<file path="config.mk">
export PLATFORM = sky130hd
export DESIGN_NAME = section_key_value_tokenizer
export DESIGN_NICKNAME = d
export VERILOG_FILES = /design/src/hdl/skv_pkg.sv /design/src/hdl/skv_parser.sv /design/src/hdl/skv_out_buf.sv /design/src/hdl/section_key_value_tokenizer.sv
export SDC_FILE = /design/constraint.sdc
export NUM_CORES = 1
export LEC_CHECK = 0
export ABC_CLOCK_PERIOD_IN_PS = 2000
export BUFFER_PORTS_ARGS = -buffer_cell sky130_fd_sc_hd__buf_2
export CAP_MARGIN = 20
export CORE_AREA = 4 4 71 86
export CTS_CLUSTER_SIZE = 28
export DETAILED_ROUTE_END_ITERATION = 16
export DIE_AREA = 0 0 75 90
export MAX_ROUTING_LAYER = met4
export PLACE_DENSITY = 0.74
export RECOVER_POWER = 100
export SETUP_SLACK_MARGIN = 0.05
export SYNTH_ARGS = -nofsm -noshare
export SYNTH_HDL_FRONTEND = slang
export SYNTH_SLANG_ARGS = --single-unit
</file>
<file path="constraint.sdc">
create_clock -name clk -period 2 [get_ports clk]
set_clock_uncertainty 0.05 [all_clocks]
set_input_delay 0 -clock clk [delete_from_list [all_inputs] [get_ports clk]]
set_output_delay 0 -clock clk [all_outputs]
set_load 0.03 [all_outputs]
</file>
<file path="src/hdl/skv_pkg.sv">
// Shared types, codes and result builders for the section/key/value tokenizer.
`timescale 1ns / 1ps

package skv_pkg;

  // parser states
  typedef enum logic [2:0] {
    ST_START   = 3'd0,
    ST_TBEFORE = 3'd1,
    ST_TITLE   = 3'd2,
    ST_TAFTER  = 3'd3,
    ST_KEY     = 3'd4,
    ST_VALUE   = 3'd5,
    ST_NEWLINE = 3'd6,
    ST_SPACE   = 3'd7
  } st_t;

  // result kinds
  localparam logic [1:0] KIND_CHAR = 2'd0;
  localparam logic [1:0] KIND_END  = 2'd1;
  localparam logic [1:0] KIND_ERR  = 2'd2;

  // token kinds
  localparam logic [1:0] TOK_TITLE0 = 2'd0;
  localparam logic [1:0] TOK_TITLE1 = 2'd1;
  localparam logic [1:0] TOK_KEY    = 2'd2;
  localparam logic [1:0] TOK_VALUE  = 2'd3;

  // error codes
  localparam logic [1:0] ERR_WS_BEFORE_TITLE = 2'd0;
  localparam logic [1:0] ERR_BAD_AFTER_TITLE = 2'd1;
  localparam logic [1:0] ERR_BLANK_LINE      = 2'd2;
  localparam logic [1:0] ERR_INCOMPLETE      = 2'd3;

  // characters
  localparam logic [7:0] CH_EQ    = 8'h3D;
  localparam logic [7:0] CH_MINUS = 8'h2D;
  localparam logic [7:0] CH_COLON = 8'h3A;
  localparam logic [7:0] CH_LF    = 8'h0A;
  localparam logic [7:0] CH_CR    = 8'h0D;
  localparam logic [7:0] CH_SPACE = 8'h20;

  typedef struct packed {
    logic [1:0] kind;
    logic [7:0] ch;
    logic [1:0] tk;
    logic [1:0] ec;
  } res_t;

  // up to two results from one item
  typedef struct packed {
    logic [1:0] n;
    res_t       r0;
    res_t       r1;
  } step_out_t;

  function automatic res_t mk_char(input logic [7:0] c);
    res_t r;
    r      = '0;
    r.kind = KIND_CHAR;
    r.ch   = c;
    return r;
  endfunction

  function automatic res_t mk_end(input logic [1:0] t);
    res_t r;
    r      = '0;
    r.kind = KIND_END;
    r.tk   = t;
    return r;
  endfunction

  function automatic res_t mk_err(input logic [1:0] e);
    res_t r;
    r      = '0;
    r.kind = KIND_ERR;
    r.ec   = e;
    return r;
  endfunction

endpackage

</file>
<file path="src/hdl/skv_parser.sv">
// Tokenizer state registers and per-byte next-state / result logic.
`timescale 1ns / 1ps

module skv_parser import skv_pkg::*; (
  input  logic      clk,
  input  logic      rst_n,
  input  logic      adv,
  input  logic [7:0] byte_value,
  input  logic      stream_done,
  output step_out_t so
);

  st_t  ps_r, ps_nxt;
  st_t  rs_r, rs_nxt;
  logic minus_r, minus_nxt;
  logic has_text_r, has_text_nxt;
  logic halted_r, halted_nxt;

  logic [7:0] trig;
  logic       ws;
  logic       nl;

  always_ff @(posedge clk) begin
    if (!rst_n) begin
      ps_r       <= ST_START;
      rs_r       <= ST_START;
      minus_r    <= 1'b0;
      has_text_r <= 1'b0;
      halted_r   <= 1'b0;
    end else if (adv) begin
      ps_r       <= ps_nxt;
      rs_r       <= rs_nxt;
      minus_r    <= minus_nxt;
      has_text_r <= has_text_nxt;
      halted_r   <= halted_nxt;
    end
  end

  assign trig = minus_r ? CH_MINUS : CH_EQ;
  assign ws   = (byte_value <= CH_SPACE);
  assign nl   = (byte_value == CH_LF);

  always_comb begin
    ps_nxt       = ps_r;
    rs_nxt       = rs_r;
    minus_nxt    = minus_r;
    has_text_nxt = has_text_r;
    halted_nxt   = halted_r;
    so           = '0;

    if (stream_done) begin
      if (!halted_r) begin
        if (ps_r == ST_VALUE || rs_r == ST_VALUE) begin
          so.n  = 2'd1;
          so.r0 = mk_end(TOK_VALUE);
        end else if (ps_r != ST_START) begin
          so.n  = 2'd1;
          so.r0 = mk_err(ERR_INCOMPLETE);
        end
      end
      ps_nxt       = ST_START;
      rs_nxt       = ST_START;
      minus_nxt    = 1'b0;
      has_text_nxt = 1'b0;
      halted_nxt   = 1'b0;
    end else if (!halted_r && byte_value != CH_CR) begin
      unique case (ps_r)
        ST_START: begin
          if (byte_value == CH_EQ || byte_value == CH_MINUS) begin
            minus_nxt = (byte_value == CH_MINUS);
            ps_nxt    = ST_TBEFORE;
          end else if (!ws) begin
            so.n         = 2'd1;
            so.r0        = mk_char(byte_value);
            has_text_nxt = 1'b1;
            ps_nxt       = ST_KEY;
          end
        end
        ST_SPACE: begin
          if (nl) begin
            ps_nxt = ST_NEWLINE;
          end else if (!ws) begin
            ps_nxt       = rs_r;
            has_text_nxt = 1'b1;
            if (has_text_r) begin
              so.n  = 2'd2;
              so.r0 = mk_char(CH_SPACE);
              so.r1 = mk_char(byte_value);
            end else begin
              so.n  = 2'd1;
              so.r0 = mk_char(byte_value);
            end
          end
        end
        ST_TBEFORE: begin
          if (ws) begin
            so.n       = 2'd1;
            so.r0      = mk_err(ERR_WS_BEFORE_TITLE);
            halted_nxt = 1'b1;
          end else if (byte_value != trig) begin
            so.n         = 2'd1;
            so.r0        = mk_char(byte_value);
            has_text_nxt = 1'b1;
            ps_nxt       = ST_TITLE;
          end
        end
        ST_TITLE: begin
          if (ws) begin
            rs_nxt = ST_TITLE;
            ps_nxt = nl ? ST_NEWLINE : ST_SPACE;
          end else if (byte_value == trig) begin
            ps_nxt = ST_TAFTER;
          end else begin
            so.n         = 2'd1;
            so.r0        = mk_char(byte_value);
            has_text_nxt = 1'b1;
          end
        end
        ST_TAFTER: begin
          if (nl) begin
            so.n         = 2'd1;
            so.r0        = mk_end(minus_r ? TOK_TITLE1 : TOK_TITLE0);
            ps_nxt       = ST_START;
            rs_nxt       = ST_START;
            has_text_nxt = 1'b0;
          end else if (byte_value != trig) begin
            so.n       = 2'd1;
            so.r0      = mk_err(ERR_BAD_AFTER_TITLE);
            halted_nxt = 1'b1;
          end
        end
        ST_KEY, ST_VALUE: begin
          if (ps_r == ST_KEY && byte_value == CH_COLON) begin
            so.n         = 2'd1;
            so.r0        = mk_end(TOK_KEY);
            ps_nxt       = ST_VALUE;
            rs_nxt       = ST_START;
            has_text_nxt = 1'b0;
          end else if (ws) begin
            rs_nxt = ps_r;
            ps_nxt = nl ? ST_NEWLINE : ST_SPACE;
          end else begin
            so.n         = 2'd1;
            so.r0        = mk_char(byte_value);
            has_text_nxt = 1'b1;
          end
        end
        ST_NEWLINE: begin
          if (nl) begin
            so.n = 2'd1;
            if (rs_r != ST_VALUE) begin
              so.r0      = mk_err(ERR_BLANK_LINE);
              halted_nxt = 1'b1;
            end else begin
              so.r0        = mk_end(TOK_VALUE);
              ps_nxt       = ST_START;
              rs_nxt       = ST_START;
              has_text_nxt = 1'b0;
            end
          end else if (!ws) begin
            // a line break always yields a space, even before any text
            so.n         = 2'd2;
            so.r0        = mk_char(CH_SPACE);
            so.r1        = mk_char(byte_value);
            has_text_nxt = 1'b1;
            ps_nxt       = rs_r;
          end
        end
        default: begin
          ps_nxt = ps_r;
        end
      endcase
    end
  end

endmodule

</file>
<file path="src/hdl/skv_out_buf.sv">
// Two-entry result register that drains the results of one item in order.
`timescale 1ns / 1ps

module skv_out_buf import skv_pkg::*; (
  input  logic       clk,
  input  logic       rst_n,
  input  logic       load,
  input  step_out_t  so,
  output logic       free,
  output logic       out_valid,
  input  logic       out_stall,
  output res_t       head,
  output logic       last
);

  logic [1:0] cnt_r, cnt_nxt;
  logic       sel_r, sel_nxt;
  res_t       r0_r, r1_r;
  logic       pop;

  assign out_valid = (cnt_r != 2'd0);
  assign pop       = out_valid && !out_stall;
  assign free      = (cnt_r == 2'd0) || (cnt_r == 2'd1 && !out_stall);
  assign head      = sel_r ? r1_r : r0_r;
  assign last      = (cnt_r == 2'd1);

  always_comb begin
    cnt_nxt = cnt_r;
    sel_nxt = sel_r;
    if (load) begin
      cnt_nxt = so.n;
      sel_nxt = 1'b0;
    end else if (pop) begin
      cnt_nxt = cnt_r - 2'd1;
      sel_nxt = 1'b1;
    end
  end

  always_ff @(posedge clk) begin
    if (!rst_n) begin
      cnt_r <= 2'd0;
      sel_r <= 1'b0;
    end else begin
      cnt_r <= cnt_nxt;
      sel_r <= sel_nxt;
    end
  end

  always_ff @(posedge clk) begin
    if (load) begin
      r0_r <= so.r0;
      r1_r <= so.r1;
    end
  end

endmodule

</file>
<file path="src/hdl/section_key_value_tokenizer.sv">
// Top level of the section/key/value tokenizer: input register, parser, result register.
//
//  channel | direction | handshake          | payload
//  in_     | input     | in_valid/in_stall   | byte_value[7:0], stream_done
//  out_    | output    | out_valid/out_stall | result_kind, text_char, token_kind,
//          |           |                     | error_code, last_of_run
//
// A byte with at most one result frees the buffer as that result leaves; a space plus a
// character holds the next byte until the single result port drains the first entry.
// Each result passes the input register and then the result register.
// Reset (synchronous, rst_n low) returns the parser to the start of a token.
// out_stall holds the result register; the input register then fills and in_stall rises.
`timescale 1ns / 1ps

module section_key_value_tokenizer import skv_pkg::*; (
  input  logic       clk,
  input  logic       rst_n,
  input  logic       in_valid,
  output logic       in_stall,
  input  logic [7:0] in_byte_value,
  input  logic       in_stream_done,
  output logic       out_valid,
  input  logic       out_stall,
  output logic [1:0] out_result_kind,
  output logic [7:0] out_text_char,
  output logic [1:0] out_token_kind,
  output logic [1:0] out_error_code,
  output logic       out_last_of_run
);

  logic       in_vld_r, in_vld_nxt;
  logic [7:0] byte_r;
  logic       done_r;
  logic       accept;
  logic       adv;
  logic       buf_free;
  step_out_t  so;
  res_t       head;

  assign adv      = in_vld_r && buf_free;
  assign in_stall = in_vld_r && !buf_free;
  assign accept   = in_valid && !in_stall;

  always_comb begin
    in_vld_nxt = in_vld_r;
    if (accept) begin
      in_vld_nxt = 1'b1;
    end else if (adv) begin
      in_vld_nxt = 1'b0;
    end
  end

  always_ff @(posedge clk) begin
    if (!rst_n) begin
      in_vld_r <= 1'b0;
    end else begin
      in_vld_r <= in_vld_nxt;
    end
  end

  always_ff @(posedge clk) begin
    if (accept) begin
      byte_r <= in_byte_value;
      done_r <= in_stream_done;
    end
  end

  skv_parser u_parser (
    .clk         (clk),
    .rst_n       (rst_n),
    .adv         (adv),
    .byte_value  (byte_r),
    .stream_done (done_r),
    .so          (so)
  );

  skv_out_buf u_out_buf (
    .clk       (clk),
    .rst_n     (rst_n),
    .load      (adv),
    .so        (so),
    .free      (buf_free),
    .out_valid (out_valid),
    .out_stall (out_stall),
    .head      (head),
    .last      (out_last_of_run)
  );

  assign out_result_kind = head.kind;
  assign out_text_char   = head.ch;
  assign out_token_kind  = head.tk;
  assign out_error_code  = head.ec;

endmodule
</file>
### After elaboration in Yosys (flattened, before gate mapping)

Cells that the tools add are included.

| cells by class | value |
|---|---|
| add/sub/neg operators | 1 |
| $lt $le $gt $ge | 1 |
| equal/unequal tests | 35 |
| muxes and demuxes | 79 |
| bitwise operators | 2 |
| reduce and logical (&&, ||, !) cells | 33 |

Operator list:

| kind | count |
|---|---|
| two-way mux 16 bit | 9 |
| two-way mux 30 bit | 4 |
| case mux 16 bit (7 select lines) | 1 |
| two-way mux 15 bit | 6 |
| two-way mux 3 bit | 20 |
| two-way mux 14 bit | 3 |
| case mux 14 bit (2 select lines) | 1 |
| two-way mux 1 bit | 27 |
| equality test 8 x 6 -> 1 bit (second input constant) | 3 |
| inequality test 3 bit (second input constant) | 8 |
| inequality test 3 x 2 -> 1 bit (second input constant) | 7 |
| case mux 3 bit (7 select lines) | 1 |
| equality test 3 bit (second input constant) | 5 |
| two-way mux 12 bit | 1 |
| case mux 3 bit (4 select lines) | 1 |
| nonzero test 2 bit | 6 |
| AND reduction 10 bit | 1 |
| AND reduction 9 bit | 1 |
| equality test 8 x 4 -> 1 bit (second input constant) | 1 |
| equality test 8 bit | 1 |
| <= comparator 8 x 6 -> 1 bit (second input constant) | 1 |
| inequality test 4 x 2 -> 1 bit (second input constant) | 2 |
| inequality test 4 bit (second input constant) | 2 |
| inequality test 8 x 4 -> 1 bit (second input constant) | 1 |
| 22 further kinds | 38 |

| storage, ports and cells | value |
|---|---|
| bits in registers | 50 |
| input bits | 13 |
| output and inout bits | 17 |
| word-level logic and storage cells | 169 |

### Depth between registers and ports, before layout

| depth | value |
|---|---|
| depth in word-level cells | 8 |
| depth in mapped cells | 8 |

### Hierarchy

A second synthesis with hierarchy kept.

| unflattened totals | value |
|---|---|
| cells, all modules | 294 |
| area total of the unflattened synthesis | 2904.0 sq um |

Modules (own cells, without submodules):

| module | instances | cells each | area an instance (sq um) |
|---|---|---|---|
| skv_parser | 1 | 215 | 1397.6 |
| skv_out_buf | 1 | 65 | 1182.4 |
| section_key_value_tokenizer | 1 | 14 | 324.1 |

### Worst setup path after synthesis

No wires, ideal clock.

| timing path | value |
|---|---|
| path type | register to register |
| start point | reg u_out_buf.cnt_r[1] |
| end point | reg byte_r[0] (enable) |
| arrival | 2.042 ns |
| path slack | -0.438 ns |
| cell stages (with the launch flop) | 6 |
| clock period less this slack | 2.438 ns |
| cell sequence | dfxtp_1 -> inv_1 -> ha_1 -> nor2b_1 -> nor3b_1 -> nor2b_1 |

| between the ends | value |
|---|---|
| longest elaborated chain between the ends | 7 |
| elaborated cells between the ends (all ways) | 8 |

RTL lines:

| what | RTL line | RTL |
|---|---|---|
| start: declaration | skv_out_buf.sv:16 | `logic [1:0] cnt_r, cnt_nxt;` |
| start signal: assignment | skv_out_buf.sv:44 | `cnt_r <= cnt_nxt;` |
| equality test 2 x 1 -> 1 bit | -- |  |
| net out_last_of_run | section_key_value_tokenizer.sv:28 | `output logic out_last_of_run` |
| logical AND 1 bit | skv_out_buf.sv:23 | `assign free = (cnt_r == 2'd0) \|\| (cnt_r == 2'd1 && !out_stall);` |
| logical OR 1 bit | skv_out_buf.sv:23 |  |
| logical NOT 1 bit | section_key_value_tokenizer.sv:41 | `assign in_stall = in_vld_r && !buf_free;` |
| logical AND 1 bit | section_key_value_tokenizer.sv:41 |  |
| net in_stall | section_key_value_tokenizer.sv:19 | `output logic in_stall,` |
| logical NOT 1 bit | section_key_value_tokenizer.sv:42 | `assign accept = in_valid && !in_stall;` |
| logical AND 1 bit | section_key_value_tokenizer.sv:42 |  |
| net accept | section_key_value_tokenizer.sv:34 | `logic accept;` |
| end signal: assignment | section_key_value_tokenizer.sv:63 | `byte_r <= in_byte_value;` |
| end: declaration | section_key_value_tokenizer.sv:32 | `logic [7:0] byte_r;` |

The timed path passes the listed nets, and every way through them passes these cells.
A chain may end at the register's enable or synchronous reset.

### Final worst setup path

| timing path | value |
|---|---|
| start point | reg byte_r[2] |
| end point | reg u_out_buf.cnt_r[1] |

| between the ends | value |
|---|---|
| longest elaborated chain between the ends | 7 |
| elaborated cells between the ends (all ways) | 12 |

RTL lines:

| what | RTL line | RTL |
|---|---|---|
| <= comparator 8 x 6 -> 1 bit | skv_parser.sv:40 | `assign ws = (byte_value <= CH_SPACE);` |
| two-way mux 30 bit, on equally long branches | skv_parser.sv:160, skv_parser.sv:82 |  |
| two-way mux 16 bit or two-way mux 30 bit (tied branches) | skv_parser.sv:149, skv_parser.sv:80 |  |
| case mux 16 bit (7 select lines) | skv_parser.sv:67 | `unique case (ps_r)` |
| two-way mux 30 bit * | skv_parser.sv:66 | `end else if (!halted_r && byte_value != CH_CR) begin` |
| two-way mux 16 bit * | skv_parser.sv:51 | `if (stream_done) begin` |
| two-way mux 2 bit * | skv_out_buf.sv:30 | `if (load) begin` |

Every way passes the cells marked *; elsewhere a longest branch is shown, timed or not.

==> Flow_metrics.wiki <==
{| class="wikitable"
! Metric !! Value
|-
| Status || complete, but fails checks
|-
| Violations in the final reports || setup timing
|-
| Violation count after the first detailed-route iteration || 461
|-
| Delay of the slowest cell on the worst path || around 0.51 ns
|-
| Y dimension of the die || 90 microns
|-
| Core outline area || roughly 5300 sq um
|-
| Clock-pin slew on the worst setup and hold paths || 0.08 ns
|-
| Nets in the synthesized netlist || 304
|-
| Overall die area || 6750 sq um
|-
| Number of buffers created by CTS || 5
|-
| Total number of placement rows || 29
|-
| Async set-reset flop share out of synthesis || 0
|-
| Pre-Repair DR Iteration Count || 10
|-
| Unrepaired setup endpoints after global routing || true
|-
| Post-route ant nets || 0
|-
| Crit path buf inv count || 3
|-
| Fraction of post-synthesis cell area in the top cell type by area || 0.342
|-
| Maximum buffer depth of the clock tree || 2
|-
| Reported leakage power || 1.57 nW
|-
| Number of register bits inferred by synthesis || 44
|-
| Area of the mapped netlist || 2720 sq um
|-
| Residual DRC count || 0
|-
| HP Class || in2reg
|-
| Maximum achievable frequency || 0.449 GHz
|-
| CP delay by family, top || simple AND/OR/NAND/NOR gates
|-
| Filler Cells Inserted || between 300 and 400
|-
| Worst setup margin || -0.225 ns
|-
| Maximum VDD drop || 0.669 mV
|-
| Worst endpoint data arrival time || 2.40 ns
|-
| Post-layout instance count excluding filler cells || approximately 470
|-
| Total wirelength of the detailed-routed design || 10,100 microns
|-
| Worst slew pin tran || 0.610 ns
|-
| Most frequently used flop master after synthesis || edfxtp_1
|-
| CTS tree || done
|-
| Average cell area after synthesis || roughly 9.4 sq um
|-
| Most Frequent Cell on Critical Path || buf_4
|-
| Fraction of layout instances using a drive strength above 1 || 0.428
|-
| Final period utilization || 1.11
|-
| Via count || 3,076
|-
| Number of failing hold endpoints at the final stage || 0
|-
| Crit Path Class || reg2reg
|-
| Detail Placement HPWL || 6040 microns
|-
| Final Critical Period || 2.22 ns
|-
| Routed wire length per instance || 21.5 microns
|-
| Worst-path cell with the longest stage delay || edfxtp_1
|-
| Number of vias per cell after detailed routing || 6.53
|-
| Total of buffers placed on input and output ports || 29
|-
| Layout Nets || 423
|-
| IO Count || 30
|-
| Post-layout instance area || 4040 sq um
|-
| Final count of pins violating max slew || 0
|-
| Largest area contributor in the netlist || edfxtp_1
|-
| Required @ worst endpoint || between 2 and 2.5 ns
|-
| Total Negative Setup Slacks || -3.73 ns
|-
| Synthesized instance count || 289
|-
| Critical Path Sink Type || flop
|-
| H-tree depth || 2
|-
| Seq/Total Area, Yosys || 0.437
|-
| Insertion delay to the later sink of the worst-skew pair || 0.31 ns
|-
| Worst-case headroom to the max-slew limit || 0.593
|-
| Power per cell area || 838 nW/um^2
|-
| Number of antenna violations at the first check in global routing || 0
|-
| Area growth from synthesis to layout || 48.3%
|-
| Max-cap violations || 0
|-
| Highest net fanout along the worst path || 6
|-
| Number of distinct library cell variants in the gate-level netlist after synthesis || 62
|-
| List of cells traversed by the critical path || buf_4, buf_4, nand3_1, nor4_4, or3_4, nor4_4, buf_4, a211oi_2, a211oi_2
|-
| Wire length of the first global-routing pass || 14,000 microns
|-
| Pin count of the biggest net entering global routing || 16
|-
| Number of endpoints failing setup at the final stage || 30
|-
| Number of enable-type register cells in the synthesized netlist || 31
|-
| Number of cells after detailed placement || 429
|-
| GRT Residual Overflow || 0
|-
| Clock Sink Count || 44
|-
| Cell area after placement || 3410 sq um
|-
| Overall die width || roughly 75 microns
|-
| Initial Utilization || 0.518
|-
| Weighted congestion at the end of routability-driven global placement || 1.00
|-
| Overall Global Routing Usage || 0.276
|-
| Root buffer selected by CTS || clkbuf_8
|-
| Via count of the first global-routing pass || 2,784
|-
| Kind of launch point of the worst setup path || flop
|-
| Diode count || 0
|-
| Yosys warning count || 0
|-
| Biggest area contributors in the synthesized netlist || edfxtp_1, dfxtp_1, mux2_2
|}
[power by group]
group / internal (W) / total, W / switching [W] / leakage [nW]
combinational: 0.000640 / 0.00156 / 0.000921 / 1.13
clock: 0.000245 / 0.000571 / 0.000326 / 0.0412
sequential: 0.00114 / 0.00125 / 0.000115 / 0.403
total: 0.00202 / 0.00339 / 0.00136 / 1.57
[worst reg2reg max path, cell delays in order (launching register included)]
cell	delay (ns)
edfxtp_1	0.51
buf_4	0.19
buf_4	0.13
nand3_1	0.16
nor4_4	0.09
or3_4	0.37
nor4_4	0.25
buf_4	0.19
a211oi_2	0.08
a211oi_2	0.14
[path summary, 6_finish.rpt]
kind | start | to | slack (ns) | cells after the start
setup / recovery | byte_r[2] | u_out_buf.cnt_r[1] | -0.22 | 9
hold / removal | out_stall | u_out_buf.sel_r | 0.12 | 4
setup reg to reg | byte_r[2] | u_out_buf.cnt_r[1] | -0.22 | 9
hold reg to reg | u_parser.rs_r[1] | u_parser.rs_r[1] | 0.47 | 2
[through the flow]
stage	power (W)	setup WS (ns)	utilization	hold WS [ns]
after detailed placement	0.00261	-0.142	0.649	0.128
final	0.00339	-0.225	0.768	0.117
after CTS	0.00328	-0.0739	0.727	0.0622
after global placement	0.00259	-0.121	0.649	0.127
after floorplan	0.00211	0.0413	-	0.0489
after global routing	0.00355	-0.329	0.768	0.167
[Yosys cell counts (4+ instances only)]
cell,count
o21ai_1,12
and2_1,12
nor2b_1,14
dfxtp_1,13
nand4_1,5
nand3_1,11
nor2_1,17
a21oi_1,15
clkbuf_1,10
nor3_1,11
or3_1,6
mux2_2,8
edfxtp_1,31
nand2b_1,4
o21ai_0,15
nand2_1,22
a31oi_1,4
and3_1,5
buf_2,5
inv_1,9
[flip-flops by register name (all words and copies together), names as in the netlist, 2 cells and up]
name and count:
byte_r 8, u_out_buf.cnt_r 2, u_out_buf.r0_r 14, u_out_buf.r1_r 8, u_parser.ps_r 3, u_parser.rs_r 3
[kinds of logic after synthesis]
| logic type | share of synthesized area |
|---|---|
| mux | 0.0404 |
| xor+xnor | 0.00322 |
| compound gates | 0.195 |
| fa+ha+maj | 0.00919 |
| buf+inv | 0.0367 |
| simple gates | 0.278 |
| flops | 0.437 |
[cells in the final DEF, fill, tap and decap left out, drive strengths merged, types with 3 or more instances in the layout]
| master | n |
|---|---|
| dlygate4sd3 | 11 |
| a21boi | 3 |
| mux2 | 8 |
| nor2 | 17 |
| inv | 9 |
| a21oi | 16 |
| and3 | 5 |
| nor4 | 4 |
| dfxtp | 13 |
| nand3b | 3 |
| nand3 | 11 |
| or3 | 6 |
| a31oi | 4 |
| clkbuf | 26 |
| o21ai | 27 |
| buf | 97 |
| a211oi | 4 |
| nand4 | 5 |
| a41oi | 3 |
| nand2 | 23 |
| nor3 | 12 |
| and2 | 13 |
| nand2b | 4 |
| edfxtp | 31 |
| nor2b | 14 |
[timing repair]
item / CTS / global route
hold endpoints to repair: 11 / 0
setup buffers: 14 / 9
hold buffers: 11 / 0
resized for setup: 25 / 47
pin swaps: 17 / 19
gates cloned: 0 / 1
endpoints found under the setup margin: 56 / 33
[layout make-up]
cell class | instances | area (sq um) | area share
timing repair buffer | 128 | 960 | 0.238
multi-input combinational | 220 | 1690 | 0.419
clock inverter | 2 | 12.5 | 0.00310
clock buffer | 6 | 72.6 | 0.0180
inverter | 9 | 33.8 | 0.00836
sequential | 44 | 1190 | 0.295
tap | 62 | 77.6 | 0.0192
[metal layers]
metal  routed length, microns  vias up  GRT usage
met5                        0        -          -
li1                         -     1321          -
met4                      737        0      0.116
met2                     4680      249      0.428
met3                     1130       85     0.0569
met1                     3550     1421      0.344
Note: power is estimated with default switching activity, not from simulation.
